<file path="src/hdl/nsp_pkg.sv">
// Package for the nearest segment pick block: payload structs, constants and
// the front-to-back queue entry type. No dependencies.
`default_nettype none
package nsp_pkg;

	localparam int MaxTargetsDefault = 1024;
	localparam int TFracBitsDefault = 16;

	// Configuration register indexes.
	localparam logic [1:0] REG_PICK_X = 2'd0;
	localparam logic [1:0] REG_PICK_Y = 2'd1;
	localparam logic [1:0] REG_PICK_TOL = 2'd2;

	localparam logic [11:0] TolResetValue = 12'd128;

	typedef struct packed {
		logic signed [15:0] vertex_x;
		logic signed [15:0] vertex_y;
		logic               starts_line;
		logic               owner_kind;
		logic [9:0]         owner_index;
		logic               is_last;
	} vertex_t;

	typedef struct packed {
		logic        hit;
		logic        hit_kind;
		logic [9:0]  hit_index;
		logic [23:0] hit_distance_sq;
	} pick_result_t;

	// One classified request from the front part to the back part.
	typedef struct packed {
		logic signed [15:0] ax;
		logic signed [15:0] ay;
		logic signed [15:0] bx;
		logic signed [15:0] by;
		logic               test_seg;
		logic               kind;
		logic [9:0]         index;
		logic               last;
	} seg_req_t;

endpackage
`default_nettype wire

</file>
<file path="src/hdl/nsp_queue.sv">
// Two-entry queue between front and back parts of the nearest segment pick.
// Depends on nsp_pkg.
`default_nettype none
module nsp_queue (
	input  wire                clk,
	input  wire                arst_n,
	input  wire                wr_valid,
	input  nsp_pkg::seg_req_t  wr_data,
	output logic               wr_stall,
	output logic               rd_valid,
	output nsp_pkg::seg_req_t  rd_data,
	input  wire                rd_take
);
	import nsp_pkg::*;

	seg_req_t  mem_q [2];
	logic      wr_ptr_q;
	logic      rd_ptr_q;
	logic [1:0] count_q;
	logic      push;
	logic      pop;

	assign wr_stall = (count_q == 2'd2);
	assign rd_valid = (count_q != 2'd0);
	assign rd_data  = mem_q[rd_ptr_q];
	assign push     = wr_valid && !wr_stall;
	assign pop      = rd_take && rd_valid;

	// Entry storage.
	always_ff @(posedge clk) begin
		if (push) begin
			mem_q[wr_ptr_q] <= wr_data;
		end
	end

	// Pointers and fill count.
	always_ff @(posedge clk or negedge arst_n) begin
		if (!arst_n) begin
			wr_ptr_q <= 1'b0;
			rd_ptr_q <= 1'b0;
			count_q  <= 2'd0;
		end else begin
			if (push) begin
				wr_ptr_q <= !wr_ptr_q;
			end
			if (pop) begin
				rd_ptr_q <= !rd_ptr_q;
			end
			count_q <= count_q + {1'b0, push} - {1'b0, pop};
		end
	end

endmodule
`default_nettype wire

</file>
<file path="config.mk">
export PLATFORM = sky130hd
export DESIGN_NAME = nsp_queue
export DESIGN_NICKNAME = d
export VERILOG_FILES = /design/src/hdl/nsp_pkg.sv /design/src/hdl/nsp_queue.sv
export SDC_FILE = /design/constraint.sdc
export NUM_CORES = 1
export LEC_CHECK = 0
export BUFFER_PORTS_ARGS = -buffer_cell sky130_fd_sc_hd__clkbuf_2
export CAP_MARGIN = 20
export CORE_ASPECT_RATIO = 0.5
export CORE_MARGIN = 3
export CORE_UTILIZATION = 40
export DETAILED_ROUTE_END_ITERATION = 8
export PLACE_DENSITY = 0.66
export SLEW_MARGIN = 5
export SYNTH_ARGS = -nofsm -noshare
export SYNTH_HDL_FRONTEND = slang
export SYNTH_SLANG_ARGS = --single-unit
</file>
<file path="constraint.sdc">
create_clock -name clk -period 4.5 [get_ports clk]
set_clock_uncertainty 0.15 [all_clocks]
set_input_delay 0.225 -clock clk [delete_from_list [all_inputs] [get_ports clk]]
set_output_delay 0.225 -clock clk [all_outputs]
set_load 0.01 [all_outputs]
</file>
==> results.ini <==
[status]
outcome = complete, no violations

[timing]
max_freq_ghz = 0.356
finalHoldViolations = 0
drv_slew = 0
setup_viol = 0
fin_crit_ns = 2.81
period_share = 0.624
setup_tns_ns = 0
rsz0062_at_grt = no
slew_headroom = 0.363
worstMarginPinSlew_ns = 0.955

[finish]
n_antenna_cell = 0
drive_above_1_share = 0.517
final_util = 0.595
fin_nets = 593
syn_to_final_growth_pct = 41.6

[run]
max_cap_viol_count = 0

[min_path]
hold_class = in2reg
holdPathEnd = rd_ptr_q
min_delay_path_depth = 3
min_from = rd_take

[detailed_routing]
drt-initial-drc-count = 190
route.detailed.drc = 0
ant_nets = 0
detail_route.wl_per_cell_um = 16.1
vias = 3225
drtPass1Iterations = 4
wl_um = 11500
vias_per_cell = 4.52

[worst_setup_path]
cp_max_fo = 64
worstReg2RegStart = count_q[1]
cpMaxStageDelayCell = dfrtp_4
endpoint_kind = primary output
worstPathCellList = buf_4 -> mux2_2 -> clkbuf_2
ff2ff_path_depth = 4
required_ns = 4.12
crit_arrival_ns = 2.43
r2r_setup_slack_ns = 2.17
worstSetupStartpointType = register
reg2reg_to = mem_q[0][51]
max_stage_delay_ns = 1.03
crit_type = reg2out

[clock_tree]
cts.sinks = 158
cts_resized = 0
htreeDepth = 4
clk_latency_ns = 0.41
clock-root-buffer = clkbuf_16
cts_buffer_depth = 2
post_cts_buffers = 0
cts_buffers = 17
tritoncts = yes
clk_pin_slew_ns = 0.06

[placement]
io_buffers = 159
hpwl_um = 7310
place.gp.congestion = 0.713

[die]
fp.dieW_um = 177
ioPinCount = 160
start_util = 0.420
die-area_um2 = 16200
die_h_um = 91.4
core_area_um2 = 13900
rows = 30

[pwr]
vdd_drop_max_v = 0.000436
power_density_nw_per_um2 = 618
leakagePower_nw = 3.23
power.total_w = 0.00511

[synthesis]
syn_inst = 258
ys.warnings.count = 0
synth_seq_cells = 158
synth_area_per_cell_um2 = 22.6
syn-num-nets = 341
synth_cell_types = 16
ys_seq_area_frac = 0.809
post_synth_instance_area_um2 = 5840

[global_route]
grt_pass1_wl_um = 18300
grtUsageTotal = 0.148
grt_antenna_before_repair = 0
grt_max_degree = 65
first_global_vias = 3563
grt-ovfl-total = 0

## where the power goes
group          internal [W]  leakage [nW]  switching (W)
logic              0.000706          1.45       0.000675
clock network      0.000975         0.300       0.000542
registers           0.00201          1.48       0.000198
## layout by cell type (no fill, tap or decap), types with 2 or more instances in the layout
| master | synthesis | layout |
|---|---|---|
| clkinv_1 | 0 | 4 |
| edfxtp_1 | 154 | 154 |
| dfrtp_1 | 4 | 3 |
| xnor2_1 | 3 | 3 |
| buf_4 | 0 | 4 |
| mux2_2 | 57 | 57 |
| clkbuf_2 | 0 | 159 |
| clkbuf_16 | 0 | 17 |
| dlygate4sd3_1 | 0 | 79 |
| bufinv_16 | 0 | 5 |
| ha_1 | 2 | 2 |
| mux2_4 | 20 | 20 |
| inv_1 | 2 | 2 |
## how the worst max path moves through the flow
stage	to	slack [ns]	from
2_1_floorplan	mem_q[0][0]	0.04	count_q[1]
3_3_place_gp	rd_data[0]	2.12	rd_ptr_q
3_5_place_dp	rd_data[0]	2.10	rd_ptr_q
4_1_cts	rd_data[0]	1.65	rd_ptr_q
5_1_grt	rd_data[0]	1.55	rd_ptr_q
6_report	rd_data[0]	1.69	rd_ptr_q
## synth_stat cells (all sizes together)
library cell / number / area, um^2
buf: 9 / 70.1
mux2: 77 / 942
xnor2: 3 / 26.3
inv: 2 / 7.51
edfxtp: 154 / 4620
or2: 1 / 6.26
ha: 2 / 25.0
nand2: 1 / 3.75
dfrtp: 4 / 100
nand2b: 1 / 6.26
nor2: 1 / 3.75
and3: 1 / 6.26
xor2: 1 / 8.76
and2: 1 / 6.26
## per-stage QoR
stage          cells  hold WS (ns)  worst slack (ns)  area (um^2)
4_1_cts          714       0.00130              1.65         8260
2_1_floorplan    258        -0.221            0.0362         5840
3_3_place_gp     604        -0.110              2.12         6850
6_report         714        0.0205              1.69         8260
5_1_grt          714        0.0163              1.55         8260
3_5_place_dp     604        -0.108              2.10         6850
## final cells by class
type                       count  area, um^2
fill                        1062        5620
sequential                   158        4730
timing repair buffer         242        1620
multi-input combinational     89        1050
clock buffer                  18         429
tap                          192         240
clock inverter                13         195
inverter                       2        7.51
## routing by layer
layer	GRT usage	part of all wire	vias up
met4	0.0464	0.010	0
li1	-	-	1528
met3	0.0405	0.034	7
met1	0.163	0.39	1630
met5	0	0	-
met2	0.279	0.56	60
## worst max-delay path, delay by kind of cell, from the launching register on
kind / cells / cell delay, ns
flops: 1 / 1.03
mux: 1 / 0.38
buf+inv: 2 / 0.55
## repair_timing
item	4_1_cts	5_1_grt
hold buffers	79	0
setup endpoints to repair	0	0
endpoints found under the hold margin	158	0
## logic make-up (layout without fill, tap and decap cells)
group,after synthesis,after routing,share of synthesized area
buffers and inverters,11,275,0.0133
and+or+nand+nor,6,6,0.00557
DFF,158,158,0.809
xor gates and xnor gates,4,4,0.00600
adders and majority gates,2,2,0.00429
muxes,77,77,0.161
## sequential cells by signal, indices dropped and copies added, names as in the netlist
| register | count |
|---|---|
| count_q | 2 |
| mem_q | 154 |
| rd_ptr_q | 1 |
| wr_ptr_q | 1 |
Power figures use the tool's default switching activity.
