===== config.mk =====
export PLATFORM = sky130hd
export DESIGN_NAME = nsp_front
export DESIGN_NICKNAME = d
export VERILOG_FILES = /design/src/hdl/nsp_pkg.sv /design/src/hdl/nsp_front.sv
export SDC_FILE = /design/constraint.sdc
export NUM_CORES = 1
export LEC_CHECK = 0
export ABC_AREA = 0
export BUFFER_PORTS_ARGS = -buffer_cell sky130_fd_sc_hd__buf_2
export CORE_AREA = 2 2 69 71
export DETAILED_ROUTE_END_ITERATION = 8
export DIE_AREA = 0 0 71 73
export PLACE_DENSITY = 0.94
export SYNTH_ARGS = -nofsm -noshare
export SYNTH_HDL_FRONTEND = slang
export SYNTH_SLANG_ARGS = --single-unit
export TNS_END_PERCENT = 1

===== constraint.sdc =====
create_clock -name clk -period 2 [get_ports clk]
set_input_delay 0.4 -clock clk [delete_from_list [all_inputs] [get_ports clk]]
set_output_delay 0.4 -clock clk [all_outputs]
set_load 0.01 [all_outputs]

===== src/hdl/nsp_pkg.sv =====
// Package for the nearest segment pick block: payload structs, constants and
// the front-to-back queue entry type. No dependencies.
`default_nettype none
package nsp_pkg;

	localparam int MaxTargetsDefault = 1024;
	localparam int TFracBitsDefault = 16;

	// Configuration register indexes.
	localparam logic [1:0] REG_PICK_X = 2'd0;
	localparam logic [1:0] REG_PICK_Y = 2'd1;
	localparam logic [1:0] REG_PICK_TOL = 2'd2;

	localparam logic [11:0] TolResetValue = 12'd128;

	typedef struct packed {
		logic signed [15:0] vertex_x;
		logic signed [15:0] vertex_y;
		logic               starts_line;
		logic               owner_kind;
		logic [9:0]         owner_index;
		logic               is_last;
	} vertex_t;

	typedef struct packed {
		logic        hit;
		logic        hit_kind;
		logic [9:0]  hit_index;
		logic [23:0] hit_distance_sq;
	} pick_result_t;

	// One classified request from the front part to the back part.
	typedef struct packed {
		logic signed [15:0] ax;
		logic signed [15:0] ay;
		logic signed [15:0] bx;
		logic signed [15:0] by;
		logic               test_seg;
		logic               kind;
		logic [9:0]         index;
		logic               last;
	} seg_req_t;

endpackage
`default_nettype wire


===== src/hdl/nsp_front.sv =====
// Front part of the nearest segment pick: accepts vertices, pairs each with
// the previous vertex of its polyline and saturates the owner index.
// Depends on nsp_pkg.
`default_nettype none
module nsp_front #(
	parameter int MAX_TARGETS = nsp_pkg::MaxTargetsDefault
) (
	input  wire                clk,
	input  wire                arst_n,
	input  wire                in_valid,
	input  nsp_pkg::vertex_t   in_data,
	output logic               in_stall,
	output logic               req_valid,
	output nsp_pkg::seg_req_t  req_data,
	input  wire                req_stall
);
	import nsp_pkg::*;

	localparam logic [10:0] IdxMax = (MAX_TARGETS >= 1024) ? 11'd1023
		: 11'(MAX_TARGETS - 1);

	logic signed [15:0] prev_x_q;
	logic signed [15:0] prev_y_q;
	logic               have_prev_q;
	logic               take;
	logic [9:0]         idx_sat;

	assign in_stall = req_stall;
	assign take     = in_valid && !req_stall;
	assign idx_sat  = ({1'b0, in_data.owner_index} > IdxMax) ? IdxMax[9:0]
		: in_data.owner_index;

	// Classification is pure logic; the queue registers it.
	always_comb begin
		req_valid         = in_valid;
		req_data.ax       = prev_x_q;
		req_data.ay       = prev_y_q;
		req_data.bx       = in_data.vertex_x;
		req_data.by       = in_data.vertex_y;
		req_data.test_seg = have_prev_q && !in_data.starts_line;
		req_data.kind     = in_data.owner_kind;
		req_data.index    = idx_sat;
		req_data.last     = in_data.is_last;
	end

	// Previous vertex tracking; the last vertex clears it.
	always_ff @(posedge clk or negedge arst_n) begin
		if (!arst_n) begin
			prev_x_q    <= '0;
			prev_y_q    <= '0;
			have_prev_q <= 1'b0;
		end else if (take) begin
			prev_x_q    <= in_data.is_last ? 16'sd0 : in_data.vertex_x;
			prev_y_q    <= in_data.is_last ? 16'sd0 : in_data.vertex_y;
			have_prev_q <= !in_data.is_last;
		end
	end

endmodule
`default_nettype wire


==> out/qor.tcl <==
set qor(setup_tns_final_ns) 0
set qor(syn_nets) 203
set qor(final-max-slew-violation-count) 0
set qor(cts.htree.levels) 2
set qor(place_hpwl_mm) 2.55
set qor(rsz_0062_raised_after_global_routing) {false}
set qor(reg2reg_slack_ns) 1.22
set qor(start_util_pct) 43.2
set qor(p_per_area_mw_per_mm2) 758
set qor(maxCapViolCount) 0
set qor(grt_antenna_before_repair) 0
set qor(design.core.area_mm2) 0.00454
set qor(type_of_element_capturing_the_critical_path) {output port}
set qor(n_antenna_cell) 0
set qor(pin_count) 128
set qor(fin_crit_sh_pct) 66.7
set qor(dieArea_mm2) 0.00518
set qor(final_net_count) 265
set qor(netlist_area_mm2) 0.00196
set qor(rows) 25
set qor(report.power.total_mw) 1.70
set qor(p_leak_nw) 1.24
set qor(first_iter_violations) 51
set qor(syn2layout_area_growth_pct) 14.2
set qor(drt.antenna.violating_nets) 0
set qor(startpoint) {in_data[0]}
set qor(path_cells) {buf_2 -> buf_2}
set qor(drive_gt1_share_pct) 68.2
set qor(ys.warnings.count) 0
set qor(grt_max_degree) 34
set qor(final_period_minus_worst_setup_slack_ns) 1.33
set qor(final_routed_drc_violation_total) 0
set qor(numClockSinks) 33
set qor(post-cts-setup-buffers) 0
set qor(critPathRequiredTime_ns) 1.60
set qor(via_count) 1220
set qor(dp_slack_ns) 0.550
set qor(drt-wirelength-per-cell_um) 12.6
set qor(timing.setup.critical_path_class) {in2out}
set qor(setup_viol) 0
set qor(power.ir.vdd_worst_mv) 0.332
set qor(layout_common_cells) {sky130_fd_sc_hd__buf_2 (105), sky130_fd_sc_hd__dfrtp_1 (33), sky130_fd_sc_hd__nor2b_1 (32)}
set qor(layout_commonest_cell) {sky130_fd_sc_hd__buf_2}
set qor(placement.io_buffers) 105
set qor(finalInstanceArea_mm2) 0.00224
set qor(critPathBufInv) 2
set qor(crit_path_frequent_cell) {sky130_fd_sc_hd__buf_2}
set qor(clock-root-buffer) {sky130_fd_sc_hd__clkbuf_8}
set qor(worstHoldPathType) {in2async}
set qor(setup.worst_path.start_class) {primary input}
set qor(cts_max_path_buffers) 2
set qor(placed_cell_area_mm2) 0.00215
set qor(synth_sequential_area_ratio_pct) 42.2
set qor(timing_worst_slew_pin_value_ns) 0.723
set qor(insertion_delay_ns) 0.27
set qor(globalplace.congestion) 0.699
set qor(skew_ns) 0
set qor(hold_bufs_inserted_after_cts) 0
set qor(hold_viol_final) 0
set qor(synthesis.area_per_instance_um2) 12.7
set qor(highest_net_fanout_along_the_worst_path) 21
set qor(outcome) {complete, no violations}
set qor(wirelength_mm) 3.42
set qor(synth-seq-cells) 33
set qor(layout.core_utilization_pct) 49.3
set qor(path_delay_family) {buffers and inverters}
set qor(tritoncts) {built}
set qor(worst_r2r_startpoint) {prev_y_q[4]}
set qor(nFillCells) 395
set qor(fmax_ghz) 0.749
set qor(netlist-cell-type-count) 12
set qor(grt_util_all_layers_pct) 13.5
set qor(drt_pass1_iterations) 4
set qor(die-width_um) 71
set qor(synthesis.instances) 154
set qor(relSlewSlack_pct) 51.8
set qor(critical-path-max-stage-delay_ns) 0.32
set qor(worst_slack_ns) 0.666
set qor(vias_per_cell) 4.50
set qor(cts_resized) 0
set qor(critical_path.slowest_cell) {sky130_fd_sc_hd__buf_2}
set qor(number_of_buffers_inserted_during_clock_tree_synthesis) 5
set qor(die_y_um) 73
set qor(grt_pass1_wl_mm) 5.40
set qor(via_count_of_the_first_global_routing_pass) 1123
set qor(globalRouteOverflowTotal) 0
set qor(path_clk_slew_ns) 0.07
set qor(crit_path_dat_ns) 0.93
cells by family after synthesis:
| logic type | share of synthesized area, % |
|---|---|
| muxes | 24.5 |
| and+or+nand+nor | 11.1 |
| buffers and inverters | 22.2 |
| DFF | 42.2 |
registers in the layout, summed over array words and instances, names as in the netlist:
register / count
prev_y_q: 16
have_prev_q: 1
prev_x_q: 16
metrics by stage:
step,instances,hold WS (ns)
6_report,271,0.176
3_3_place_gp,263,0.490
4_1_cts,271,0.204
2_1_floorplan,154,0.104
3_5_place_dp,263,0.490
5_1_grt,271,0.236
where the power goes:
| part | switching (mW) | internal (mW) | leakage, nW |
|---|---|---|---|
| clock | 0.234 | 0.241 | 0.0450 |
| combinational | 0.187 | 0.238 | 0.775 |
| sequential | 0.0451 | 0.750 | 0.425 |
per-layer routing:
metal  track usage (%)  up-vias  wire, um
li1                  -      565         -
met3              3.04        2       212
met2              22.6       55      1770
met4              5.66        0        27
met1              16.7      598      1420
met5                 0        -         0
Yosys cell counts (all sizes together):
| cell | number | area (um^2) |
|---|---|---|
| mux2i | 1 | 10.0 |
| buf | 53 | 432 |
| dfrtp | 33 | 826 |
| inv | 1 | 3.75 |
| nor2b | 33 | 214 |
| nor2 | 1 | 3.75 |
| mux2 | 32 | 469 |
path summary, 6_finish.rpt:
path                                 to  depth (start not counted)
setup / recovery            req_data[0]                          2
hold / removal             prev_y_q[14]                          1
setup reg to reg            prev_y_q[4]                          1
hold reg to reg             prev_y_q[2]                          1
max in group asynchronous   prev_x_q[9]                          1
min in group clk            prev_y_q[1]                          3
layout make-up:
cell class / count / area (um^2) / area share [%]
Clock buffer: 6 / 72.6 / 3.24
Timing Repair Buffer: 108 / 561 / 25.1
Inverter: 1 / 3.75 / 0.168
Clock inverter: 2 / 10.0 / 0.447
Sequential cell: 33 / 826 / 36.9
Tap cell: 54 / 67.6 / 3.02
Multi-Input combinational cell: 67 / 697 / 31.2
Power figures use the tool's default switching activity.
